<file path="src/rtl/thrp_pkg.sv">
// ----------------------------------------------------------------------------
// thrp_pkg
// Shared types and constants of the TRNG health test and report packer.
// ----------------------------------------------------------------------------
package thrp_pkg;

	// report and health test limits
	localparam int MAX_REPORT_BYTES = 64;
	localparam int RUN_LIMIT        = 4;
	localparam int LEN_W            = 7;
	localparam int RUN_W            = 3;
	localparam int CMD_DEPTH        = 2;
	localparam int CMD_PTR_W        = $clog2(CMD_DEPTH);
	localparam int CMD_CNT_W        = $clog2(CMD_DEPTH + 1);

	localparam logic [7:0]       REPORT_ID     = 8'h01;
	localparam logic [LEN_W-1:0] LEN_MIN       = LEN_W'(2);
	localparam logic [LEN_W-1:0] LEN_MAX       = LEN_W'(MAX_REPORT_BYTES);
	localparam logic [LEN_W-1:0] LEN_RESET     = LEN_W'(64);
	localparam logic [31:0]      WORD_ZEROS    = 32'h0000_0000;
	localparam logic [31:0]      WORD_ONES     = 32'hFFFF_FFFF;

	// fault codes
	typedef enum logic [2:0] {
		FAULT_NONE   = 3'd0,
		FAULT_SEED   = 3'd1,
		FAULT_CLOCK  = 3'd2,
		FAULT_STUCK  = 3'd3,
		FAULT_EQUAL  = 3'd4,
		FAULT_REPEAT = 3'd5,
		FAULT_RUN    = 3'd6
	} fault_t;

	// health test phase
	typedef enum logic [1:0] {
		PH_FIRST  = 2'd0,
		PH_SECOND = 2'd1,
		PH_RUN    = 2'd2
	} phase_t;

	// input word
	typedef struct packed {
		logic [31:0] random_word;
		logic        seed_error;
		logic        clock_error;
	} in_word_t;

	// result word
	typedef struct packed {
		logic [7:0] out_byte;
		logic       report_end;
		logic       run_last;
		logic [2:0] fault_code;
	} out_word_t;

	// command from the checker to the byte sequencer
	typedef struct packed {
		logic [31:0] word;
		logic        emit_id;
		logic [2:0]  copy;
		logic        rep_end;
		fault_t      fault;
	} cmd_t;

	// checker status
	typedef struct packed {
		phase_t phase;
		fault_t fault;
	} front_status_t;

endpackage

</file>
<file path="src/rtl/thrp_front.sv">
// ----------------------------------------------------------------------------
// thrp_front
// Health checker: startup test, flag, repeat and top-byte run checks, and
// report position tracking. Emits one command per word that has results.
// ----------------------------------------------------------------------------
module thrp_front (
	input  logic                        clk,
	input  logic                        arst_n,
	input  logic                        accept,
	input  thrp_pkg::in_word_t          in_item,
	input  logic [thrp_pkg::LEN_W-1:0]  report_length,
	output logic                        cmd_push,
	output thrp_pkg::cmd_t              cmd,
	output thrp_pkg::front_status_t     status
);
	import thrp_pkg::*;

	logic [31:0]      prev_q, prev_d;
	logic [RUN_W-1:0] run_q, run_d, run_inc;
	logic [LEN_W-1:0] pos_q, pos_d;
	phase_t           phase_q, phase_d;
	fault_t           fault_q, fcode;

	logic             produce;
	logic             startup_ok;
	logic             top_eq;
	logic [LEN_W-1:0] len, pos0, pos1, room, pos2;
	logic [2:0]       copy;
	logic             emit_id, rep_end;

	// effective report length and position arithmetic
	always_comb begin
		if (report_length < LEN_MIN) len = LEN_MIN;
		else if (report_length > LEN_MAX) len = LEN_MAX;
		else len = report_length;
		pos0    = (pos_q >= len) ? '0 : pos_q;
		emit_id = (pos0 == '0);
		pos1    = emit_id ? LEN_W'(1) : pos0;
		room    = len - pos1;
		copy    = (room < LEN_W'(4)) ? room[2:0] : 3'd4;
		pos2    = pos1 + LEN_W'(copy);
		rep_end = (pos2 >= len);
	end

	// checks in priority order
	always_comb begin
		fcode      = FAULT_NONE;
		produce    = 1'b0;
		startup_ok = 1'b0;
		prev_d     = prev_q;
		run_d      = run_q;
		pos_d      = pos_q;
		top_eq     = (in_item.random_word[31:24] == prev_q[31:24]);
		run_inc    = run_q + RUN_W'(1);
		if (fault_q != FAULT_NONE) begin
			fcode = fault_q;
		end else if (phase_q != PH_RUN) begin
			if (in_item.random_word == WORD_ZEROS || in_item.random_word == WORD_ONES) begin
				fcode = FAULT_STUCK;
			end else if (phase_q == PH_SECOND && in_item.random_word == prev_q) begin
				fcode = FAULT_EQUAL;
			end else begin
				startup_ok = 1'b1;
				prev_d     = in_item.random_word;
			end
		end else if (in_item.seed_error) begin
			fcode = FAULT_SEED;
		end else if (in_item.clock_error) begin
			fcode = FAULT_CLOCK;
		end else if (in_item.random_word == prev_q) begin
			fcode = FAULT_REPEAT;
		end else if (top_eq && run_inc >= RUN_W'(RUN_LIMIT)) begin
			fcode = FAULT_RUN;
			run_d = run_inc;
		end else begin
			run_d   = top_eq ? run_inc : '0;
			prev_d  = in_item.random_word;
			pos_d   = rep_end ? '0 : pos2;
			produce = 1'b1;
		end
		if (fcode != FAULT_NONE) produce = 1'b1;
	end

	// phase next state
	always_comb begin
		phase_d = phase_q;
		if (accept && startup_ok) begin
			case (phase_q)
				PH_FIRST:  phase_d = PH_SECOND;
				PH_SECOND: phase_d = PH_RUN;
				default:   phase_d = phase_q;
			endcase
		end
	end

	// command outputs
	always_comb begin
		cmd_push      = accept && produce;
		cmd.word      = in_item.random_word;
		cmd.emit_id   = emit_id;
		cmd.copy      = copy;
		cmd.rep_end   = rep_end;
		cmd.fault     = fcode;
		status.phase  = phase_q;
		status.fault  = fault_q;
	end

	// control state
	always_ff @(posedge clk or negedge arst_n) begin
		if (!arst_n) begin
			phase_q <= PH_FIRST;
			fault_q <= FAULT_NONE;
			prev_q  <= '0;
			run_q   <= '0;
			pos_q   <= '0;
		end else begin
			phase_q <= phase_d;
			if (accept) begin
				fault_q <= fcode;
				prev_q  <= prev_d;
				run_q   <= run_d;
				pos_q   <= pos_d;
			end
		end
	end

endmodule

</file>
<file path="src/rtl/thrp_cmd_fifo.sv">
// ----------------------------------------------------------------------------
// thrp_cmd_fifo
// Short command queue between the checker and the byte sequencer.
// ----------------------------------------------------------------------------
module thrp_cmd_fifo (
	input  logic            clk,
	input  logic            arst_n,
	input  logic            wr_en,
	input  thrp_pkg::cmd_t  wr_cmd,
	output logic            full,
	input  logic            rd_en,
	output thrp_pkg::cmd_t  rd_cmd,
	output logic            empty
);
	import thrp_pkg::*;

	cmd_t                 slot_q [CMD_DEPTH];
	logic [CMD_PTR_W-1:0] wr_ptr_q, rd_ptr_q;
	logic [CMD_CNT_W-1:0] count_q;
	logic                 do_wr, do_rd;

	assign full   = (count_q == CMD_CNT_W'(CMD_DEPTH));
	assign empty  = (count_q == '0);
	assign rd_cmd = slot_q[rd_ptr_q];
	assign do_wr  = wr_en && !full;
	assign do_rd  = rd_en && !empty;

	// storage
	always_ff @(posedge clk) begin
		if (do_wr) slot_q[wr_ptr_q] <= wr_cmd;
	end

	// pointers and fill count
	always_ff @(posedge clk or negedge arst_n) begin
		if (!arst_n) begin
			wr_ptr_q <= '0;
			rd_ptr_q <= '0;
			count_q  <= '0;
		end else begin
			if (do_wr) wr_ptr_q <= (wr_ptr_q == CMD_PTR_W'(CMD_DEPTH - 1)) ? '0
				: wr_ptr_q + CMD_PTR_W'(1);
			if (do_rd) rd_ptr_q <= (rd_ptr_q == CMD_PTR_W'(CMD_DEPTH - 1)) ? '0
				: rd_ptr_q + CMD_PTR_W'(1);
			if (do_wr && !do_rd) count_q <= count_q + CMD_CNT_W'(1);
			else if (do_rd && !do_wr) count_q <= count_q - CMD_CNT_W'(1);
		end
	end

endmodule

</file>
<file path="src/rtl/thrp_back.sv">
// ----------------------------------------------------------------------------
// thrp_back
// Byte sequencer: unpacks one command into its report ID, data bytes or
// fault word, one result word per cycle while the receiver pops.
// ----------------------------------------------------------------------------
module thrp_back (
	input  logic                clk,
	input  logic                arst_n,
	input  logic                cmd_empty,
	input  thrp_pkg::cmd_t      cmd,
	output logic                cmd_pop,
	output logic                empty,
	input  logic                pop,
	output thrp_pkg::out_word_t out_item
);
	import thrp_pkg::*;

	cmd_t       cur_q;
	logic       cur_valid_q;
	logic [2:0] idx_q;
	logic [2:0] n_res;
	logic [1:0] sel;
	logic       last, is_fault, advance;

	// result count and byte select
	always_comb begin
		is_fault = (cur_q.fault != FAULT_NONE);
		n_res    = is_fault ? 3'd1 : cur_q.copy + 3'(cur_q.emit_id);
		last     = (idx_q == n_res - 3'd1);
		sel      = 2'(idx_q - 3'(cur_q.emit_id));
	end

	// result word
	always_comb begin
		empty = !cur_valid_q;
		if (is_fault) begin
			out_item.out_byte   = '0;
			out_item.report_end = 1'b0;
			out_item.run_last   = 1'b1;
		end else begin
			if (cur_q.emit_id && idx_q == '0) begin
				out_item.out_byte = REPORT_ID;
			end else begin
				case (sel)
					2'd0:    out_item.out_byte = cur_q.word[7:0];
					2'd1:    out_item.out_byte = cur_q.word[15:8];
					2'd2:    out_item.out_byte = cur_q.word[23:16];
					default: out_item.out_byte = cur_q.word[31:24];
				endcase
			end
			out_item.report_end = cur_q.rep_end && last;
			out_item.run_last   = last;
		end
		out_item.fault_code = cur_q.fault;
	end

	// load the next command when idle or on the final byte
	assign advance = !cur_valid_q || (pop && last);
	assign cmd_pop = advance && !cmd_empty;

	always_ff @(posedge clk) begin
		if (cmd_pop) cur_q <= cmd;
	end

	always_ff @(posedge clk or negedge arst_n) begin
		if (!arst_n) begin
			cur_valid_q <= 1'b0;
			idx_q       <= '0;
		end else if (advance) begin
			cur_valid_q <= !cmd_empty;
			idx_q       <= '0;
		end else if (pop) begin
			idx_q <= idx_q + 3'd1;
		end
	end

endmodule

</file>
<file path="src/rtl/trng_health_test_report_packer_unit.sv">
// ----------------------------------------------------------------------------
// trng_health_test_report_packer_unit
// Entropy health checker and report byte packer, top level.
// ----------------------------------------------------------------------------
// A word is taken whenever the command queue has room; the checker decides
// it at once. The result side gives one byte a cycle while the receiver pops,
// so a running word yields one to five bytes (five when it opens a report,
// fewer when the report ends inside it), a fault word one byte, and a startup
// word that passes none. The byte sequencer sets the sustained rate; the
// two-entry queue lets words arrive while earlier bytes are drained. The user
// must write report_length only while the block is idle; it is not enforced.
module trng_health_test_report_packer_unit (
	input  logic                        clk,
	input  logic                        arst_n,
	input  logic                        push,
	output logic                        full,
	input  thrp_pkg::in_word_t          in_item,
	output logic                        empty,
	input  logic                        pop,
	output thrp_pkg::out_word_t         out_item,
	input  logic                        cfg_wr_en,
	input  logic [thrp_pkg::LEN_W-1:0]  cfg_wr_data
);
	import thrp_pkg::*;

	logic             [LEN_W-1:0] len_q;
	logic             accept;
	logic             cmd_push, cmd_pop, cmd_empty;
	cmd_t             cmd_in, cmd_out;
	front_status_t    status;

	// configuration register
	always_ff @(posedge clk or negedge arst_n) begin
		if (!arst_n) len_q <= LEN_RESET;
		else if (cfg_wr_en) len_q <= cfg_wr_data;
	end

	assign accept = push && !full;

	thrp_front u_front (
		.clk           (clk),
		.arst_n        (arst_n),
		.accept        (accept),
		.in_item       (in_item),
		.report_length (len_q),
		.cmd_push      (cmd_push),
		.cmd           (cmd_in),
		.status        (status)
	);

	thrp_cmd_fifo u_fifo (
		.clk    (clk),
		.arst_n (arst_n),
		.wr_en  (cmd_push),
		.wr_cmd (cmd_in),
		.full   (full),
		.rd_en  (cmd_pop),
		.rd_cmd (cmd_out),
		.empty  (cmd_empty)
	);

	thrp_back u_back (
		.clk       (clk),
		.arst_n    (arst_n),
		.cmd_empty (cmd_empty),
		.cmd       (cmd_out),
		.cmd_pop   (cmd_pop),
		.empty     (empty),
		.pop       (pop),
		.out_item  (out_item)
	);

	// a latched fault never changes
	a_fault_sticky: assert property (@(posedge clk) disable iff (!arst_n)
		(status.fault != FAULT_NONE) |=> (status.fault == $past(status.fault)))
		else $error("latched fault changed");

	// a fault word is a single zero byte closing its word
	a_fault_word: assert property (@(posedge clk) disable iff (!arst_n)
		(!empty && out_item.fault_code != 3'd0) |->
		(out_item.run_last && !out_item.report_end && out_item.out_byte == 8'h00))
		else $error("malformed fault word");

	// a report ends only on a word's last byte
	a_end_last: assert property (@(posedge clk) disable iff (!arst_n)
		(!empty && out_item.report_end) |-> out_item.run_last)
		else $error("report end before last byte");

	// startup phases send nothing unless a fault is latched
	a_startup_quiet: assert property (@(posedge clk) disable iff (!arst_n)
		(status.phase != PH_RUN && status.fault == FAULT_NONE) |-> cmd_empty)
		else $error("startup word queued output");

endmodule

</file>
<file path="config.mk">
export PLATFORM = sky130hd
export DESIGN_NAME = trng_health_test_report_packer_unit
export DESIGN_NICKNAME = d
export VERILOG_FILES = /design/src/rtl/thrp_pkg.sv /design/src/rtl/thrp_front.sv /design/src/rtl/thrp_cmd_fifo.sv /design/src/rtl/thrp_back.sv /design/src/rtl/trng_health_test_report_packer_unit.sv
export SDC_FILE = /design/constraint.sdc
export NUM_CORES = 1
export LEC_CHECK = 0
export BUFFER_PORTS_ARGS = -buffer_cell sky130_fd_sc_hd__buf_2
export CORE_UTILIZATION = 31
export CTS_CLUSTER_DIAMETER = 80
export DETAILED_ROUTE_END_ITERATION = 10
export PLACE_DENSITY_LB_ADDON = 0.2
export SLEW_MARGIN = 30
export SYNTH_ARGS = -nofsm -noshare
export SYNTH_HDL_FRONTEND = slang
export SYNTH_SLANG_ARGS = --single-unit
</file>
<file path="constraint.sdc">
create_clock -name clk -period 7.9 [get_ports clk]
set_input_delay 0 -clock clk [delete_from_list [all_inputs] [get_ports clk]]
set_output_delay 0 -clock clk [all_outputs]
set_load 0.03 [all_outputs]
</file>
**Yosys cells after proc, flatten, opt, wreduce, memory -nomap -nowiden**

Memory sizes are Yosys's and may differ from the RTL's. A register that Yosys moved wholly into a read port is not among the register bits.
Cells that the tools add are included.

- $add $sub $neg: 11
- $lt $le $gt $ge: 6
- Equality and inequality tests: 15
- Mux-type cells: 47
- Bitwise operators: 6
- Reduce and logical (&&, ||, !) cells: 36

Operator list:

| kind | number |
|---|---|
| $mux 32 | 7 |
| $mux 3 | 14 |
| $mux 7 | 5 |
| $eq 32x32->1 | 1 |
| $eq 32x32->1 const B | 1 |
| $logic_not 32->1 | 1 |
| $pmux 8 s3 | 1 |
| $mux 1 | 15 |
| $ge 7x7->1 | 2 |
| $logic_and 1x1->1 | 13 |
| $mux 10 | 1 |
| $reduce_bool 3->1 | 3 |
| $eq 8x8->1 | 1 |
| $mux 8 | 1 |
| $ne 2x1->1 const B | 4 |
| $reduce_and 8->1 | 1 |
| $add 7x3->7 | 1 |
| $gt 7x7->1 const B | 1 |
| $logic_not 7->1 | 1 |
| $lt 7x2->1 const B | 1 |
| $lt 7x3->1 const B | 1 |
| $reduce_and 7->1 | 1 |
| $sub 7x7->7 | 1 |
| $add 3x1->3 const B | 2 |
| 21 further kinds | 41 |

- Bits in registers: 62
- Bits in writable memories: 80
- Bits of input ports: 46
- Output and inout bits: 15
- Word-level logic and storage cells: 133
- Memories: 1

Memory list:

| name | depth | bits a word | rd ports | clocked after Yosys merged registers in | write ports | line | RTL |
|---|---|---|---|---|---|---|---|
| u_fifo.slot_q | 2 | 40 | 1 | 1 | 1 | thrp_cmd_fifo.sv:17 | `cmd_t slot_q [CMD_DEPTH];` |

**Longest topological paths before layout**

Gate-level depths: netlist of run 1.

- Word-level depth: 17
- Depth in mapped cells: 33
- Gate-level depth less buffers: 33

**Hierarchy**

From an unflattened synthesis of run 1, not the netlist that was laid out.

- Cells, all modules: 633
- Area total of the unflattened synthesis: 9,351.5 um^2

By module, submodules not included:

| module | times used | cells each | area an instance (um^2) | sequential area each (um^2) |
|---|---|---|---|---|
| thrp_front | 1 | 364 | 3,833.7 | 1,176.1 |
| thrp_cmd_fifo | 1 | 144 | 3,286.9 | 2,502.4 |
| thrp_back | 1 | 109 | 1,931.9 | 1,301.2 |
| trng_health_test_report_packer_unit | 1 | 16 | 299.0 | 176.4 |

**Worst setup path after synthesis of run 1**

Ideal clock, no wire load.

- Path kind: register to register
- From: reg len_q[3]
- To: reg u_front.pos_q[2]
- Library setup time: 0.144 ns
- Arrival: 6.100 ns
- Required time: 7.756 ns
- Path slack: 1.657 ns
- Cell stages (with the launch flop): 31
- Path buffers: 0
- Clock period less this slack: 6.243 ns
- Cells stage by stage: dfrtp_1 or4_1 o211ai_1 inv_1 ha_1 nand2b_1 a21o_1 a21o_1 a21oi_1 o21a_1 a21o_1 ha_1 inv_1 fa_1 a21o_1 a21oi_1 o21ai_0 a21oi_1 xnor2_1 xnor2_1 nor3b_1 ha_1 a21o_1 a21oi_1 xnor2_1 inv_1 ha_1 a21o_1 a21oi_1 o21ai_1 o21ai_0

RTL lines:

| what | line | RTL |
|---|---|---|
| start: declaration | trng_health_test_report_packer_unit.sv:26 | `logic [LEN_W-1:0] len_q;` |
| start signal: assignment | trng_health_test_report_packer_unit.sv:35 | `else if (cfg_wr_en) len_q <= cfg_wr_data;` |
| end signal: assignment | thrp_front.sv:122 | `pos_q <= pos_d;` |
| end: declaration | thrp_front.sv:20 | `logic [LEN_W-1:0] pos_q, pos_d;` |

==> results.sh, run 1 <==
export IMPL_yosys_top_cells_area="edfxtp_1, dfrtp_1, mux2_2"
export IMPL_vdd_ir_drop_worst_uv=164
export IMPL_flip_flop_and_latch_count_after_synthesis=182
export IMPL_cpMostUsedCell="a21o_1"
export IMPL_slowest_delay_ns=0.53
export IMPL_post_syn_instances=604
export IMPL_cts_made_buffers=17
export IMPL_grt_pass1_vias=5387
export IMPL_drc_errors=0
export IMPL_synth_top_area_frac=0.423
export IMPL_post_synth_top_count_cell="edfxtp_1"
export IMPL_synth_nets=683
export IMPL_min_from="in_item[0]"
export IMPL_maxCapViolations=0
export IMPL_totalWireLength_mm=18.5
export IMPL_placement_io_buffers=60
export IMPL_final_layout_size_suffix_gt1_frac=0.246
export IMPL_wl_per_cell_um=17.2
export IMPL_clock_tree_root_cell="clkbuf_16"
export IMPL_synth_async_reset_ratio=0.341
export IMPL_synth_edff_count=120
export IMPL_fin_nets=801
export IMPL_dieArea_um2=28200
export IMPL_setup_viol=0
export IMPL_io_pin_count=61
export IMPL_register_area_um2=5160
export IMPL_global_route_usage_total=0.140
export IMPL_grt_max_degree=63
export IMPL_timing_critical_path_required_ns=8.18
export IMPL_die_w_um=168
export IMPL_syn_mean_instance_area_um2=14.1
export IMPL_fin_tns_setup_ns=0
export IMPL_pwr_density_cell_nw_per_um2=281
export IMPL_total_leakage_power_nw=4.25
export IMPL_rsz0062_at_grt="false"
export IMPL_max_transition_margin=0.473
export IMPL_vias=5156
export IMPL_outcome="finished clean"
export IMPL_worst_skew_pair_latency_ns=0.43
export IMPL_critPathLaunch="len_q[2]"
export IMPL_drv_slew=0
export IMPL_place_detailed_hpwl_mm=12.8
export IMPL_cpLargestDelayFamily="compound AO/OA/AOI/OAI gates"
export IMPL_timing_final_ws_setup_ns=0.868
export IMPL_clock_skew_final_ns=0.0146
export IMPL_wire_length_of_the_first_global_routing_pass_mm=29.8
export IMPL_data_arrival_time_at_the_worst_slack_endpoint_ns=7.31
export IMPL_multi_input_area_um2=3150
export IMPL_start_kind="flip-flop"
export IMPL_cts_tree="built"
export IMPL_globalplace_congestion=0.772
export IMPL_critical_path_slowest_cell="or4_1"
export IMPL_timing_setup_critical_path_class="reg -> reg"
export IMPL_count_of_final_hold_check_violations=0
export IMPL_number_of_clock_sinks=182
export IMPL_critPathCaptureType="flip-flop"
export IMPL_clkSlewWorstSetupHoldPaths_ns=0.07
export IMPL_synth_top_cell_by_area="edfxtp_1"
export IMPL_achievable_frequency_mhz=142
export IMPL_antenna_cells=0
export IMPL_drt_antenna_violating_nets=0
export IMPL_detail_route_iter0_violations=303
export IMPL_first_pass_iters=4
export IMPL_fp_coreArea_um2=27000
export IMPL_synth_warnings=0
export IMPL_initial_antenna_violation_count=0
export IMPL_synthFlopType="edfxtp_1"
export IMPL_globalRoute_totalOverflow=0
export IMPL_synth_seq_area_share=0.605
export IMPL_die_y_um=168
export IMPL_rows=60
export IMPL_floorplan_initialDensity=0.316
export IMPL_leading_post_synthesis_cells_by_instance_count="edfxtp_1, mux2_2, dfrtp_1, xor2_1, nand2_1"
export IMPL_preCtsSetupSlack_ns=0.890
export IMPL_nFillCells=2544
export IMPL_worstReg2RegStart="len_q[2]"
export IMPL_worst_path_fanout_max=9
export IMPL_routed_via_density=4.79
export IMPL_post_route_min_period_ns=7.03
export IMPL_tightestPinTransition_ns=0.790
export IMPL_netlist_area_um2=8520
export IMPL_holdCritPathClass="in -> reg"
export IMPL_clock_tree_buffer_depth=2
export IMPL_area_delta_synth_final_pct=21.2
export IMPL_cp_num_buf_inv=3
export IMPL_netlist_cell_type_count=51
export IMPL_h_tree_depth=4
export IMPL_share_of_the_clock_period_used_by_the_worst_path_after_layout=0.890
==> cell families after synthesis <==
group / count (synthesis) / share of synthesized area
and+or+nand+nor: 125 / 0.0771
AOI/OAI and AO/OA: 72 / 0.0584
DFF: 182 / 0.605
xor gates and xnor gates: 54 / 0.0555
adders and majority gates: 33 / 0.0502
buffers and inverters: 50 / 0.0270
muxes: 88 / 0.127
==> worst paths after layout <==
path,endpoint,slack [ns],depth (start not counted)
setup reg to reg,u_front.pos_q[2],0.87,31
hold / removal,u_front.fault_q[2],0.03,4
max in group asynchronous,u_back.idx_q[2],7.24,3
min in group asynchronous,u_front.prev_q[14],0.19,3
hold reg to reg,u_front.prev_q[25],0.51,1
setup / recovery,u_front.pos_q[2],0.87,31
==> metrics by stage <==
stage | power, mW | utilization | cells | instance area [um2] | hold WS (ns)
2_1_floorplan | 1.83 | - | 604 | 8520 | -0.296
3_3_place_gp | 2.05 | 0.341 | 994 | 9200 | 0.210
3_5_place_dp | 2.07 | 0.341 | 994 | 9200 | 0.230
4_1_cts | 2.95 | 0.383 | 1076 | 10300 | 0.000135
5_1_grt | 3.06 | 0.383 | 1076 | 10300 | 0.0631
6_report | 2.90 | 0.383 | 1076 | 10300 | 0.0281
==> cell usage in the layout (no fill, tap or decap), types with 17 or more instances in the layout <==
cell type	Yosys	routed
buf_2	1	60
clkbuf_16	0	17
dfrtp_1	61	61
dlygate4sd3_1	0	50
edfxtp_1	120	120
ha_1	31	31
inv_1	31	31
mux2_2	64	64
nand2_1	33	33
nor4_1	19	19
xor2_1	42	42
==> registers in the layout, summed over array words and instances, names as in the netlist, 2 cells and up <==
name	count
u_back.cur_q	37
len_q	7
u_front.prev_q	32
u_front.run_q	3
u_front.pos_q	7
u_front.phase_q	2
u_fifo.count_q	2
u_back.idx_q	3
u_back.out_item	3
u_front.fault_q	3
u_fifo.slot_q	80
==> tightest hold or removal path: cells and delay by family <==
| family | cells | cell delay (ns) |
|---|---|---|
| buffers and inverters | 1 | 0.10 |
| AO/OA/AOI/OAI | 2 | 0.21 |
| AND/OR/NAND/NOR | 1 | 0.10 |
==> repair_timing <==
action | CTS | global route
setup buffers | 0 | 0
hold buffers | 50 | 0
resized for setup | 0 | 0
endpoints found under the hold margin | 171 | 0
==> power breakdown <==
group / leakage, nW / internal (mW) / switching (mW) / total (mW)
registers: 1.91 / 1.26 / 0.0588 / 1.31
logic: 2.05 / 0.318 / 0.416 / 0.735
clock network: 0.300 / 0.435 / 0.418 / 0.853
total: 4.25 / 2.01 / 0.893 / 2.90
==> per-layer routing <==
layer	up-vias	part of all wire	global-route usage
met5	-	0	0
met4	0	0.0086	0.0455
met3	11	0.032	0.0275
met2	72	0.50	0.239
met1	2577	0.46	0.179
li1	2496	-	-
==> layout make-up <==
class                           count  share of cell area
Clock inverter                     15              0.0188
Multi-Input combinational cell    372               0.305
Tap cell                          341              0.0413
Inverter                           32              0.0116
Timing Repair Buffer              117              0.0830
Sequential cell                   182               0.499
Clock buffer                       17              0.0412
No activity file was read; power rests on OpenSTA's default activity.
==> run 2, diff against run 1 <==
--- a/config.mk
+++ b/config.mk
@@ -6,9 +6,10 @@
 export NUM_CORES = 1
 export LEC_CHECK = 0
 export BUFFER_PORTS_ARGS = -buffer_cell sky130_fd_sc_hd__buf_2
-export CORE_UTILIZATION = 31
+export CORE_UTILIZATION = 50
 export CTS_CLUSTER_DIAMETER = 80
 export DETAILED_ROUTE_END_ITERATION = 10
+export MAX_ROUTING_LAYER = met4
 export PLACE_DENSITY_LB_ADDON = 0.2
 export SLEW_MARGIN = 30
 export SYNTH_ARGS = -nofsm -noshare
==> constraint.sdc (replaced) <==
create_clock -name clk -period 7.6 [get_ports clk]
set_input_delay 0 -clock clk [delete_from_list [all_inputs] [get_ports clk]]
set_output_delay 0 -clock clk [all_outputs]
set_load 0.03 [all_outputs]
==> results.sh, run 2 (synthesis results as in run 1) <==
export IMPL_critical_path_slowest_cell="or4_1"
export IMPL_pwr_density_cell_nw_per_um2=291
export IMPL_post_cts_setup_buffer_count=0
export IMPL_globalRoute_totalOverflow=0
export IMPL_drc_errors=0
export IMPL_totalWireLength_mm=17.8
export IMPL_total_leakage_power_nw=4.21
export IMPL_h_tree_depth=4
export IMPL_layout_top_registers="u_fifo.slot_q (80), u_back.cur_q (37), u_front.prev_q (32)"
export IMPL_die_y_um=133
export IMPL_detail_route_iter0_violations=345
export IMPL_vdd_ir_drop_worst_uv=194
export IMPL_antenna_cells=0
export IMPL_achievable_frequency_mhz=142
export IMPL_share_of_the_clock_period_used_by_the_worst_path_after_layout=0.928
export IMPL_clock_tree_buffer_depth=2
export IMPL_placed_area_um2=9040
export IMPL_setup_viol=0
export IMPL_maxCapViolations=0
export IMPL_hold_slack_ns=0.0532
export IMPL_max_flop_register="u_fifo.slot_q"
export IMPL_fin_nets=800
export IMPL_final_cell_mix="edfxtp_1, mux2_2, dfrtp_1"
export IMPL_cts_made_buffers=17
export IMPL_first_pass_iters=4
export IMPL_globalplace_congestion=0.888
export IMPL_number_of_clock_sinks=182
export IMPL_timing_setup_critical_path_class="reg -> reg"
export IMPL_fin_tns_setup_ns=0
export IMPL_fp_coreArea_um2=16600
export IMPL_final_common_cell="edfxtp_1"
export IMPL_place_detailed_hpwl_mm=12.0
export IMPL_grt_pass1_vias=5477
export IMPL_final_layout_size_suffix_gt1_frac=0.241
export IMPL_worst_skew_pair_latency_ns=0.43
export IMPL_initial_antenna_violation_count=0
export IMPL_final_core_util=0.608
export IMPL_grt_max_degree=63
export IMPL_outcome="finished clean"
export IMPL_clkSlewWorstSetupHoldPaths_ns=0.06
export IMPL_wl_per_cell_um=18.7
export IMPL_die_w_um=133
export IMPL_drv_slew=0
export IMPL_clock_tree_root_cell="clkbuf_16"
export IMPL_max_ffs_per_register=80
export IMPL_rsz0062_at_grt="false"
export IMPL_cts_tree="built"
export IMPL_area_delta_synth_final_pct=18.4
export IMPL_worst_path_fanout_max=9
export IMPL_routed_via_density=5.50
export IMPL_post_route_min_period_ns=7.05
export IMPL_holdCritPathClass="in -> reg"
export IMPL_floorplan_initialDensity=0.514
export IMPL_dieArea_um2=17600
export IMPL_tightestPinTransition_ns=0.853
export IMPL_max_transition_margin=0.432
export IMPL_vias=5245
export IMPL_data_arrival_time_at_the_worst_slack_endpoint_ns=7.37
export IMPL_nFillCells=1297
export IMPL_placement_io_buffers=60
export IMPL_final_design_area_no_fill_um2=10100
export IMPL_timing_critical_path_required_ns=7.92
export IMPL_critPathCaptureType="flip-flop"
export IMPL_rows=47
export IMPL_slowest_delay_ns=0.55
export IMPL_wire_length_of_the_first_global_routing_pass_mm=28.7
export IMPL_clock_skew_final_ns=0.0114
export IMPL_io_pin_count=61
export IMPL_cpMostUsedCell="a21o_1"
export IMPL_count_of_final_hold_check_violations=0
export IMPL_register_area_um2=5160
export IMPL_multi_input_area_um2=3150
export IMPL_drt_antenna_violating_nets=0
export IMPL_start_kind="flip-flop"
export IMPL_global_route_usage_total=0.223
## run 2: area by class of cell
cell class                      instances  share of cell area
Timing Repair Buffer                  116              0.0838
Tap cell                              220              0.0273
Multi-Input combinational cell        372               0.313
Clock inverter                         13              0.0107
Clock buffer                           18              0.0425
Sequential cell                       182               0.511
Inverter                               32              0.0119
## run 2: final timing paths
check                                    from                 end  slack [ns]  depth (start not counted)
min                                in_item[0]  u_front.fault_q[2]        0.05                          4
max reg2reg                          len_q[3]    u_front.pos_q[4]        0.55                         30
min reg2reg                u_front.prev_q[20]  u_front.prev_q[20]        0.51                          1
max in group asynchronous              arst_n  u_front.prev_q[22]        6.73                          3
min in group asynchronous              arst_n     u_fifo.wr_ptr_q        0.28                          3
max                                  len_q[3]    u_front.pos_q[4]        0.55                         30
## run 2: what timing repair did
action / CTS / global route
hold buffers: 50 / 0
resized for setup: 0 / 1
endpoints found under the hold margin: 170 / 0
setup endpoints to repair: 0 / 6
## run 2: worst max-delay path, delay by kind of cell (launching register included)
kind	cells	cell delay, ns
fa+ha+maj	5	1.47
simple gates	3	1.18
xor+xnor	3	0.45
flops	1	0.40
compound gates	16	3.19
buf+inv	3	0.24
## run 2: through the flow
stage,cells,setup slack (ns),power (mW)
after floorplan,604,1.36,1.90
after global placement,872,0.784,2.10
after detailed placement,872,0.475,2.13
after CTS,953,0.467,2.96
after global routing,953,0.0672,3.08
final,953,0.549,2.94
## run 2: power by group
| part | internal, mW | switching (mW) |
|---|---|---|
| Sequential | 1.31 | 0.0622 |
| Combinational | 0.331 | 0.429 |
| Clock | 0.448 | 0.364 |
## run 2: per-layer routing
metal / vias to the layer above / global-route usage / share of wire
met5: - / - / 0
met4: 0 / 0.0754 / 0.017
met3: 25 / 0.0398 / 0.049
met2: 143 / 0.351 / 0.48
met1: 2584 / 0.294 / 0.45
li1: 2493 / - / -
